<file path="config.mk">
export PLATFORM = sky130hd
export DESIGN_NAME = primitive_collision_test_core
export DESIGN_NICKNAME = d
export VERILOG_FILES = /design/src/hw/rtl/pct_pkg.sv /design/src/hw/rtl/primitive_collision_test_core.sv /design/src/hw/rtl/pct_prep.sv /design/src/hw/rtl/pct_square.sv
export SDC_FILE = /design/constraint.sdc
export NUM_CORES = 2
export LEC_CHECK = 0
export ABC_AREA = 1
export BUFFER_PORTS_ARGS = -buffer_cell sky130_fd_sc_hd__buf_2
export CAP_MARGIN = 10
export CORE_MARGIN = 2
export CORE_UTILIZATION = 50
export CTS_CLUSTER_SIZE = 16
export DETAILED_ROUTE_END_ITERATION = 8
export GPL_TIMING_DRIVEN = 0
export PLACE_DENSITY = 0.66
export SKIP_LAST_GASP = 1
export SYNTH_ARGS = -nofsm -noshare
export SYNTH_HDL_FRONTEND = slang
export SYNTH_HIERARCHICAL = 1
export SYNTH_SLANG_ARGS = --single-unit
</file>
<file path="constraint.sdc">
create_clock -name clk_i -period 8.9 [get_ports clk_i]
set_input_delay 0.445 -clock clk_i [delete_from_list [all_inputs] [get_ports clk_i]]
set_output_delay 0.445 -clock clk_i [all_outputs]
set_load 0.02 [all_outputs]
</file>
<file path="src/hw/rtl/pct_pkg.sv">
package pct_pkg;

  // pair type codes carried in the kind field
  typedef enum logic [1:0] {
    KIND_BOX_BOX   = 2'd0,
    KIND_CIRC_CIRC = 2'd1,
    KIND_BOX_CIRC  = 2'd2
  } pct_kind_e;

  // per-pair decision flags passed down the pipeline
  typedef struct packed {
    logic box_ok;     // box or bounding-square test passed; always set for circle-circle
    logic need_dist;  // final answer depends on the distance compare
    logic strict;     // distance compare is strict (< instead of <=)
  } pct_flags_t;

endpackage

</file>
<file path="src/hw/rtl/primitive_collision_test_core.sv">
// 2d overlap test between two primitive shapes: box-box, circle-circle or
// box against circle, one flag per pair.
// input: a word is taken at each rising edge where start_i is high and
// busy_o is low. busy_o stays low, so a new pair may be started every cycle.
// the word is kind_i plus centre and size of shapes a and b.
// output: done_o is high for exactly one cycle with hit_o valid in that
// cycle; the receiver cannot stall, so results are never held back.
// path: a word accepted at a rising edge passes four register stages (input,
// geometry, squares, compare) before its result shows on done_o/hit_o.
// throughput is one pair per cycle, set by the fully pipelined path with
// one multiplier stage.
// kind 3 gives a result with hit_o low.
// reset: rst_ni clears all stage valid bits; words in flight are dropped
// and no done_o strobe follows until a new word is started.
module primitive_collision_test_core import pct_pkg::*; #(
  parameter int COORD_BITS = 16
) (
  input  logic                  clk_i,
  input  logic                  rst_ni,
  input  logic                  start_i,
  output logic                  busy_o,
  input  logic [1:0]            kind_i,
  input  logic [COORD_BITS-1:0] a_x_i,
  input  logic [COORD_BITS-1:0] a_y_i,
  input  logic [COORD_BITS-2:0] a_w_i,
  input  logic [COORD_BITS-2:0] a_h_i,
  input  logic [COORD_BITS-1:0] b_x_i,
  input  logic [COORD_BITS-1:0] b_y_i,
  input  logic [COORD_BITS-2:0] b_w_i,
  input  logic [COORD_BITS-2:0] b_h_i,
  output logic                  done_o,
  output logic                  hit_o
);

  localparam int M = COORD_BITS + 2;

  logic accept;

  // input stage
  logic                  v0_q;
  logic [1:0]            kind_q;
  logic [COORD_BITS-1:0] a_x_q, a_y_q, b_x_q, b_y_q;
  logic [COORD_BITS-2:0] a_w_q, a_h_q, b_w_q, b_h_q;

  // geometry stage
  pct_flags_t  flags_d, f1_q, f2_q;
  logic [M-1:0] mag_x_d, mag_y_d, mag_r_d, mag_x_q, mag_y_q, mag_r_q;
  logic v1_q, v2_q;

  // squares and compare
  logic [2*M-1:0] sq_x, sq_y, sq_r;
  logic [2*M:0]   dist_sum, rad_sq;
  logic           dist_ok;
  logic           hit_d, hit_q, done_q;

  assign busy_o = 1'b0;
  assign accept = start_i && !busy_o;

  always_ff @(posedge clk_i) begin
    if (accept) begin
      kind_q <= kind_i;
      a_x_q  <= a_x_i;
      a_y_q  <= a_y_i;
      a_w_q  <= a_w_i;
      a_h_q  <= a_h_i;
      b_x_q  <= b_x_i;
      b_y_q  <= b_y_i;
      b_w_q  <= b_w_i;
      b_h_q  <= b_h_i;
    end
  end

  pct_prep #(
    .CoordBits(COORD_BITS)
  ) u_prep (
    .kind_i  (kind_q),
    .a_x_i   (a_x_q),
    .a_y_i   (a_y_q),
    .a_w_i   (a_w_q),
    .a_h_i   (a_h_q),
    .b_x_i   (b_x_q),
    .b_y_i   (b_y_q),
    .b_w_i   (b_w_q),
    .b_h_i   (b_h_q),
    .flags_o (flags_d),
    .mag_x_o (mag_x_d),
    .mag_y_o (mag_y_d),
    .mag_r_o (mag_r_d)
  );

  always_ff @(posedge clk_i) begin
    f1_q    <= flags_d;
    mag_x_q <= mag_x_d;
    mag_y_q <= mag_y_d;
    mag_r_q <= mag_r_d;
    f2_q    <= f1_q;
  end

  pct_square #(
    .MagBits(M)
  ) u_square (
    .clk_i   (clk_i),
    .mag_x_i (mag_x_q),
    .mag_y_i (mag_y_q),
    .mag_r_i (mag_r_q),
    .sq_x_o  (sq_x),
    .sq_y_o  (sq_y),
    .sq_r_o  (sq_r)
  );

  assign dist_sum = {1'b0, sq_x} + {1'b0, sq_y};
  assign rad_sq   = {1'b0, sq_r};
  assign dist_ok  = f2_q.strict ? (dist_sum < rad_sq) : (dist_sum <= rad_sq);
  assign hit_d    = f2_q.box_ok && (!f2_q.need_dist || dist_ok);

  always_ff @(posedge clk_i) begin
    hit_q <= hit_d;
  end

  always_ff @(posedge clk_i or negedge rst_ni) begin
    if (!rst_ni) begin
      v0_q   <= 1'b0;
      v1_q   <= 1'b0;
      v2_q   <= 1'b0;
      done_q <= 1'b0;
    end else begin
      v0_q   <= accept;
      v1_q   <= v0_q;
      v2_q   <= v1_q;
      done_q <= v2_q;
    end
  end

  assign done_o = done_q;
  assign hit_o  = hit_q;

  a_accept_enters: assert property (@(posedge clk_i) disable iff (!rst_ni)
    accept |=> v0_q) else $error("accepted word did not enter the pipeline");

  a_done_follows: assert property (@(posedge clk_i) disable iff (!rst_ni)
    v2_q |=> done_o) else $error("missing result strobe");

  a_no_spurious_done: assert property (@(posedge clk_i) disable iff (!rst_ni)
    !v2_q |=> !done_o) else $error("result strobe without a word in flight");

  a_box_fail_miss: assert property (@(posedge clk_i) disable iff (!rst_ni)
    (v2_q && !f2_q.box_ok) |=> !hit_o) else $error("hit despite failed box test");

  a_box_only_hit: assert property (@(posedge clk_i) disable iff (!rst_ni)
    (v2_q && f2_q.box_ok && !f2_q.need_dist) |=> hit_o)
    else $error("miss despite passed box test");

endmodule

</file>
<file path="src/hw/rtl/pct_prep.sv">
module pct_prep import pct_pkg::*; #(
  parameter int CoordBits = 16
) (
  input  logic [1:0]             kind_i,
  input  logic [CoordBits-1:0]   a_x_i,
  input  logic [CoordBits-1:0]   a_y_i,
  input  logic [CoordBits-2:0]   a_w_i,
  input  logic [CoordBits-2:0]   a_h_i,
  input  logic [CoordBits-1:0]   b_x_i,
  input  logic [CoordBits-1:0]   b_y_i,
  input  logic [CoordBits-2:0]   b_w_i,
  input  logic [CoordBits-2:0]   b_h_i,
  output pct_flags_t             flags_o,
  output logic [CoordBits+1:0]   mag_x_o,
  output logic [CoordBits+1:0]   mag_y_o,
  output logic [CoordBits+1:0]   mag_r_o
);

  localparam int W = CoordBits + 3;  // signed working width
  localparam int M = CoordBits + 2;  // magnitude width

  logic signed [W-1:0] ax2, ay2, bx2, by2, aw, ah, bw, bh, r2;
  logic signed [W-1:0] ax, ay, bx, by;
  logic signed [W-1:0] a_r, a_l, a_t, a_b;
  logic signed [W-1:0] dx, dy, kdx, kdy;
  logic [W-1:0] abs_dx, abs_dy, abs_kdx, abs_kdy;
  logic box_hit, sq_hit, beyond_r, beyond_l, beyond_t, beyond_b;

  assign ax  = $signed({{3{a_x_i[CoordBits-1]}}, a_x_i});
  assign ay  = $signed({{3{a_y_i[CoordBits-1]}}, a_y_i});
  assign bx  = $signed({{3{b_x_i[CoordBits-1]}}, b_x_i});
  assign by  = $signed({{3{b_y_i[CoordBits-1]}}, b_y_i});
  assign ax2 = $signed({{2{a_x_i[CoordBits-1]}}, a_x_i, 1'b0});
  assign ay2 = $signed({{2{a_y_i[CoordBits-1]}}, a_y_i, 1'b0});
  assign bx2 = $signed({{2{b_x_i[CoordBits-1]}}, b_x_i, 1'b0});
  assign by2 = $signed({{2{b_y_i[CoordBits-1]}}, b_y_i, 1'b0});
  assign aw  = $signed({4'b0, a_w_i});
  assign ah  = $signed({4'b0, a_h_i});
  assign bw  = $signed({4'b0, b_w_i});
  assign bh  = $signed({4'b0, b_h_i});
  assign r2  = $signed({3'b0, b_w_i, 1'b0});

  // doubled edges of box a
  assign a_r = ax2 + aw;
  assign a_l = ax2 - aw;
  assign a_t = ay2 + ah;
  assign a_b = ay2 - ah;

  assign box_hit = (a_r > bx2 - bw) && (a_l < bx2 + bw) &&
                   (a_t > by2 - bh) && (a_b < by2 + bh);
  assign sq_hit  = (a_r > bx2 - r2) && (a_l < bx2 + r2) &&
                   (a_t > by2 - r2) && (a_b < by2 + r2);

  assign beyond_r = bx2 > a_r;
  assign beyond_l = bx2 < a_l;
  assign beyond_t = by2 > a_t;
  assign beyond_b = by2 < a_b;

  assign dx  = ax - bx;
  assign dy  = ay - by;
  assign kdx = (beyond_r ? a_r : a_l) - bx2;
  assign kdy = (beyond_t ? a_t : a_b) - by2;

  assign abs_dx  = dx[W-1]  ? -dx  : dx;
  assign abs_dy  = dy[W-1]  ? -dy  : dy;
  assign abs_kdx = kdx[W-1] ? -kdx : kdx;
  assign abs_kdy = kdy[W-1] ? -kdy : kdy;

  always_comb begin
    flags_o = '0;
    mag_x_o = '0;
    mag_y_o = '0;
    mag_r_o = '0;
    case (kind_i)
      KIND_BOX_BOX: begin
        flags_o.box_ok = box_hit;
      end
      KIND_CIRC_CIRC: begin
        flags_o.box_ok    = 1'b1;
        flags_o.need_dist = 1'b1;
        flags_o.strict    = 1'b1;
        mag_x_o = abs_dx[M-1:0];
        mag_y_o = abs_dy[M-1:0];
        mag_r_o = {3'b0, a_w_i} + {3'b0, b_w_i};
      end
      KIND_BOX_CIRC: begin
        // corner region only when the centre is off the box on both axes
        flags_o.box_ok    = sq_hit;
        flags_o.need_dist = (beyond_r || beyond_l) && (beyond_t || beyond_b);
        mag_x_o = abs_kdx[M-1:0];
        mag_y_o = abs_kdy[M-1:0];
        mag_r_o = {2'b0, b_w_i, 1'b0};
      end
      default: begin
        flags_o = '0;
      end
    endcase
  end

endmodule

</file>
<file path="src/hw/rtl/pct_square.sv">
module pct_square #(
  parameter int MagBits = 18
) (
  input  logic                 clk_i,
  input  logic [MagBits-1:0]   mag_x_i,
  input  logic [MagBits-1:0]   mag_y_i,
  input  logic [MagBits-1:0]   mag_r_i,
  output logic [2*MagBits-1:0] sq_x_o,
  output logic [2*MagBits-1:0] sq_y_o,
  output logic [2*MagBits-1:0] sq_r_o
);

  logic [2*MagBits-1:0] sq_x_d, sq_y_d, sq_r_d;
  logic [2*MagBits-1:0] sq_x_q, sq_y_q, sq_r_q;

  assign sq_x_d = {{MagBits{1'b0}}, mag_x_i} * {{MagBits{1'b0}}, mag_x_i};
  assign sq_y_d = {{MagBits{1'b0}}, mag_y_i} * {{MagBits{1'b0}}, mag_y_i};
  assign sq_r_d = {{MagBits{1'b0}}, mag_r_i} * {{MagBits{1'b0}}, mag_r_i};

  always_ff @(posedge clk_i) begin
    sq_x_q <= sq_x_d;
    sq_y_q <= sq_y_d;
    sq_r_q <= sq_r_d;
  end

  assign sq_x_o = sq_x_q;
  assign sq_y_o = sq_y_q;
  assign sq_r_o = sq_r_q;

endmodule

</file>
Yosys cells after proc, flatten, opt, wreduce, memory -nomap -nowiden
Index checks and enable logic that the tools add are counted.
{ "word_totals": {"inputBits": 129, "out_inout_bits": 3, "reg_bits": 299, "wordCells": 93} }
{ "classes": {"addsub": 22, "order_cmp": 14, "multipliers": 3, "n_mux": 13, "reduce_logical": 13, "eq_ne": 2} }
{ "ops": {"columns": ["cell", "count"], "rows": [
  ["18-bit by 18-bit multiplier with 36-bit output", 3],
  ["18-bit one-hot mux with 2 select lines", 3],
  ["17-bit by 16-bit adder with 18-bit output", 4],
  ["18-bit greater-than comparator", 4],
  ["18-bit less-than comparator", 4],
  ["18-bit two-way mux", 4],
  ["17-bit by 16-bit subtractor with 18-bit output", 4],
  ["19-bit two-way mux", 2],
  ["19-bit by 17-bit subtractor with 19-bit output", 2],
  ["36-bit by 36-bit adder with 37-bit output", 1],
  ["37-bit by 36-bit less-or-equal comparator with 1-bit output", 1],
  ["37-bit by 36-bit less-than comparator with 1-bit output", 1],
  ["17-bit by 17-bit adder with 18-bit output", 2],
  ["17-bit by 18-bit greater-than comparator with 1-bit output", 2],
  ["17-bit by 18-bit less-than comparator with 1-bit output", 2],
  ["17-bit negator with 18-bit output", 2],
  ["18-bit negator", 2],
  ["17-bit by 17-bit subtractor with 18-bit output", 2],
  ["16-bit by 16-bit subtractor with 17-bit output", 2],
  ["15-bit by 15-bit adder with 16-bit output", 1],
  ["1-bit logical AND", 8],
  ["1-bit logical OR", 3],
  ["1-bit one-hot mux with 3 select lines", 1],
  ["2-bit by 1-bit == test with 1-bit output (second input constant)", 1],
  ["5 further kinds", 6]
]} }

Depth between registers and ports, before layout
{ "logic_depth": {"depth_word": 7, "ltp_mapped": 49, "mapped_depth_nobuf": 47} }

Cells and area by module
The synthesis kept the hierarchy.
{ "by_module_without_submodules": {"columns": ["module", "cells_per_inst", "area_each_um2", "instances", "seq_area_each_um2"], "rows": [
  ["pct_square", 4169, 31804.3, 1, 2102.0],
  ["pct_prep", 3349, 20305.7, 1, 0.0],
  ["primitive_collision_test_core", 707, 8281.7, 1, 5104.9]
]} }

Worst setup path after synthesis
No wires, ideal clock.
{ "synth_timing": {"path_kind": "register to register", "start": "register a_y_q[8]", "end": "register mag_y_q[14]", "path_stages_with_launch": 40, "required_time_ns": 8.786, "arrival_ns": 5.337, "setup_time_ns": 0.114, "path_slack_ns": 3.449, "path_buffers": 2, "synth_period_minus_slack_ns": 5.451, "cell_sequence": "edfxtp_1 -> ha_1 -> buf_6 -> nor2_2 -> nand2_1 -> nor2_2 -> nand2_2 -> nand3_2 -> nand2_2 -> nand2_1 -> a21oi_1 -> o31ai_1 -> xor2_1 -> inv_1 -> ha_1 -> a21o_1 -> a21oi_1 -> nand2_2 -> [... 4 more ...] -> o21ai_2 -> ha_1 -> fa_1 -> inv_1 -> nand3_1 -> nand2_1 -> nand2_1 -> and2_1 -> nor3_2 -> nand3_1 -> inv_1 -> nand3_1 -> nor2_1 -> nand3_1 -> nand2_1 -> nand2_1 -> nand3_1 -> nand2_1"} }
{ "synth_between": {"elab_chain_cells": 7} }
{ "synth_rtl": {"columns": ["element", "line", "rtl"], "rows": [
  ["start: declaration", "primitive_collision_test_core.sv:42", "logic [COORD_BITS-1:0] a_x_q, a_y_q, b_x_q, b_y_q;"],
  ["start signal: assignment", "primitive_collision_test_core.sv:63", "a_y_q <= a_y_i;"],
  ["17-bit by 16-bit adder with 18-bit output", "pct_prep.sv:46", "assign a_t = ay2 + ah;"],
  ["17-bit by 18-bit greater-than comparator with 1-bit output", "pct_prep.sv:56", "assign beyond_t = by2 > a_t;"],
  ["19-bit two-way mux", "pct_prep.sv:62", "assign kdy = (beyond_t ? a_t : a_b) - by2;"],
  ["19-bit by 17-bit subtractor with 19-bit output", "pct_prep.sv:62", null],
  ["18-bit negator", "pct_prep.sv:67", "assign abs_kdy = kdy[W-1] ? -kdy : kdy;"],
  ["18-bit two-way mux", "pct_prep.sv:67", null],
  ["18-bit one-hot mux with 2 select lines (*)", "pct_prep.sv:74", "case (kind_i)"],
  ["named net mag_y_d[14]", "primitive_collision_test_core.sv:47", "logic [M-1:0] mag_x_d, mag_y_d, mag_r_d, mag_x_q, mag_y_q, mag_r_q;"],
  ["end signal: assignment", "primitive_collision_test_core.sv:94", "mag_y_q <= mag_y_d;"],
  ["end: declaration", "primitive_collision_test_core.sv:47", null]
]} }
Mark *: on every way through the listed nets, which the timed path passes. The rest lies on a longest branch.
A chain may end at the register's enable or synchronous reset.

Worst setup path in the final report
{ "layout_timing": {"start": "register a_x_q[9]", "end": "register mag_x_q[17]"} }
{ "layout_between": {"elab_chain_cells": 7} }
{ "layout_rtl": {"columns": ["element", "line", "rtl"], "rows": [
  ["start: declaration", "primitive_collision_test_core.sv:42", null],
  ["start signal: assignment", "primitive_collision_test_core.sv:62", "a_x_q <= a_x_i;"],
  ["17-bit by 16-bit adder with 18-bit output", "pct_prep.sv:44", "assign a_r = ax2 + aw;"],
  ["17-bit by 18-bit greater-than comparator with 1-bit output", "pct_prep.sv:54", "assign beyond_r = bx2 > a_r;"],
  ["19-bit two-way mux", "pct_prep.sv:61", "assign kdx = (beyond_r ? a_r : a_l) - bx2;"],
  ["19-bit by 17-bit subtractor with 19-bit output", "pct_prep.sv:61", null],
  ["18-bit negator", "pct_prep.sv:66", "assign abs_kdx = kdx[W-1] ? -kdx : kdx;"],
  ["18-bit two-way mux", "pct_prep.sv:66", null],
  ["18-bit one-hot mux with 2 select lines (*)", "pct_prep.sv:74", null],
  ["named net mag_x_d[17]", "primitive_collision_test_core.sv:47", null],
  ["end signal: assignment", "primitive_collision_test_core.sv:93", "mag_x_q <= mag_x_d;"],
  ["end: declaration", "primitive_collision_test_core.sv:47", null]
]} }
Marks and branches as above.

==> impl_metrics.env <==
export IMPL_maxCapViolations=0
export IMPL_relSlewSlack=0.360
export IMPL_die_x_um=352
export IMPL_fin_util=0.548
export IMPL_synth_top_area_share=0.222
export IMPL_synth_cell_types=74
export IMPL_synth_cells=8225
export IMPL_grt_ovfl_total=0
export IMPL_drt_iter0_markers=3590
export IMPL_grt_start_max_net_pins=101
export IMPL_synth_compound_area_frac=0.0881
export IMPL_synth_simple_area_share=0.202
export IMPL_fin_crit_ns=7.02
export IMPL_synth_adder_area_share=0.401
export IMPL_hpwl_um=149000
export IMPL_timing_fmax_mhz=143
export IMPL_critPathMaxStageDelay_ns=0.51
export IMPL_coreArea_sq_mm=0.120
export IMPL_synthMuxAreaShare=0
export IMPL_antenna_found_initial=3
export IMPL_final_antenna_net_count=0
export IMPL_power_leakage_nw=38.7
export IMPL_root_buffer="clkbuf_16"
export IMPL_route_detailed_drc=0
export IMPL_critPathMaxFanout=10
export IMPL_synth_edf_count=126
export IMPL_setup_tns_final_ns=0
export IMPL_synth_area_leaders="fa_1 (22%), ha_1 (18%), inv_1 (13%)"
export IMPL_async_reset_ff_frac=0.0135
export IMPL_clk_path_buf_depth=3
export IMPL_yosysSeqAreaShare=0.119
export IMPL_die_y_um=352
export IMPL_synth_area_sq_mm=0.0604
export IMPL_path_clk_slew_ns=0.07
export IMPL_yosysMostFrequentCell="inv_1"
export IMPL_synthTopCellsByCount="inv_1 (2,055), nand2_1 (1,904), ha_1 (862), fa_1 (670), a21oi_1 (416)"
export IMPL_clkSinkCount=296
export IMPL_start_util=0.504
export IMPL_ios=132
export IMPL_crit_type="flip-flop to flip-flop"
export IMPL_htree_levels=2
export IMPL_slowest_stage="edfxtp_1"
export IMPL_critPathArrivalTime_ns=7.50
export IMPL_synth_main_ff_cell="dfxtp_1"
export IMPL_finalCritPeriodShare=0.788
export IMPL_fin_nets=10200
export IMPL_final_hold_viol_count=0
export IMPL_worstSetupEndpointType="flip-flop"
export IMPL_cp_start_kind="flip-flop"
export IMPL_wl_per_cell_um=17.4
export IMPL_rrSetupSlack_ns=1.88
export IMPL_worstPathRequired_ns=9.38
export IMPL_die_area_sq_mm=0.124
export IMPL_status="finished clean"
export IMPL_ys_seq_elements=296
export IMPL_port_buffers=130
export IMPL_setup_viol=0
export IMPL_grt_pass1_vias=52800
export IMPL_yosys_warnings=6
export IMPL_crit_path_frequent_cell="nand2_1"
export IMPL_cts_setup_buffers=0
export IMPL_clock_latency_ns=0.62
export IMPL_hold_class="input pin to async pin"
export IMPL_tightestPinTransition_ns=0.961
export IMPL_cts_tree="built"
export IMPL_grt_pass1_wl_um=280000
export IMPL_grt_setup_unrepaired="false"
export IMPL_drv_slew=0
export IMPL_synthXorXnorAreaFrac=0.0466
export IMPL_num_rows=127
export IMPL_cts_made_buffers=38
export IMPL_wl_um=177000
export IMPL_vias=52400
export IMPL_p_per_area_mw_per_mm2=197
export IMPL_grtUsageTotal=0.290
export IMPL_skew_ns=0.0484
export IMPL_final_layout_size_suffix_gt1_frac=0.0544
export IMPL_synth_top_family_by_area="adder cells"
export IMPL_vdd_drop_max_mv=0.173
export IMPL_via_per_inst=5.15
export IMPL_syn2layout_area_growth_pct=8.68
export IMPL_gp_congestion=0.988
export IMPL_first_pass_iters=6
export IMPL_synth_avg_cell_area_sq_um=7.34
export IMPL_synth_top_area_cell="fa_1"
final cells by class:
cell class	instances	area [sq um]
fillers	11700	54200
multi-input cells	5663	44500
inverters	2084	7830
flip-flops and latches	296	7210
well taps	1612	2020
repair buffers	258	1960
clock buffers	48	1080
plain buffers	185	835
clock inverters	20	171
diodes	2	5.00
timing repair:
item / in CTS / in global routing
hold endpoints to repair: 130 / 0
endpoints found under the setup margin: 0 / 0
resized for setup: 0 / 0
hold buffers: 127 / 0
logic make-up after synthesis:
family,after synthesis
AOI/OAI and AO/OA,896
xor gates and xnor gates,318
adders and majority gates,1532
buffers and inverters,2269
DFF,296
other,3
and+or+nand+nor,2911
cell usage in the layout, fill, tap and decap left out, drive strengths merged, types with 14 or more instances in the layout:
| cell type | instances |
|---|---|
| buf | 196 |
| a21o | 27 |
| dfxtp | 166 |
| nand3b | 18 |
| a31oi | 32 |
| a221oi | 15 |
| nor2 | 413 |
| nand4 | 65 |
| clkinv | 16 |
| edfxtp | 126 |
| ha | 862 |
| o21ai | 236 |
| o21bai | 50 |
| xnor2 | 59 |
| dlygate4sd3 | 127 |
| clkbuf | 168 |
| o211ai | 15 |
| a211oi | 14 |
| nor3 | 71 |
| nor4 | 18 |
| nand3 | 328 |
| xor2 | 259 |
| nand2 | 1974 |
| inv | 2082 |
| a21oi | 432 |
| fa | 670 |
sequential cells by signal, indices dropped and copies added, names as in the netlist, 15 cells and up:
signal and flops:
b_y_q 16, b_h_q 15, mag_r_q 18, u_square/sq_x_o 35
a_h_q 15, a_w_q 15, u_square/sq_r_o 35, b_w_q 15
a_x_q 16, b_x_q 16, mag_x_q 18, a_y_q 16
mag_y_q 18, u_square/sq_y_o 35
where the power goes:
group	internal, mW	leakage, nW	switching, mW
clock	0.922	0.614	0.648
combinational	3.26	35.5	6.10
sequential	1.72	2.65	0.247
worst max-delay path: cells and delay by family (launching register included):
kind / cells / cell delay (ns)
AO/OA/AOI/OAI: 7 / 1.26
XOR/XNOR: 2 / 0.74
buffers and inverters: 4 / 0.53
flip-flops: 1 / 0.51
AND/OR/NAND/NOR: 22 / 2.58
adder cells (fa/ha/maj): 4 / 1.25
routing by layer:
| metal | share of wire | track usage | vias up |
|---|---|---|---|
| met1 | 0.43 | 0.369 | 24800 |
| met2 | 0.48 | 0.505 | 1478 |
| met5 | 0 | 0 | - |
| met4 | 0.040 | 0.104 | 0 |
| li1 | - | - | 25800 |
| met3 | 0.054 | 0.0352 | 310 |
worst paths after layout:
| path | startpoint | to | cells past startpoint |
|---|---|---|---|
| worst max-delay path | a_x_q[9]$_DFFE_PP_ | mag_x_q[17]$_DFF_P_ | 39 |
| worst min-delay path | rst_ni | v0_q$_DFF_PN0_ | 2 |
| worst max register to register | a_x_q[9]$_DFFE_PP_ | mag_x_q[17]$_DFF_P_ | 39 |
| worst min register to register | f1_q[1]$_DFF_P_ | f2_q[1]$_DFF_P_ | 0 |
| max in group asynchronous | rst_ni | v1_q$_DFF_PN0_ | 2 |
| min in group clk_i | start_i | a_h_q[5]$_DFFE_PP_ | 1 |
stage by stage:
step	power (mW)	cells	setup WS, ns	instance area [sq um]	hold WS, ns
after global routing	14.2	10200	1.53	65600	0.158
after CTS	12.9	10200	2.05	65600	0.140
after floorplan	8.53	8228	3.45	60400	0.149
after detailed placement	11.2	9971	2.06	63100	0.252
final	12.9	10200	1.88	65600	0.176
after global placement	11.0	9970	2.08	63100	0.249
Power figures use the tool's default switching activity.
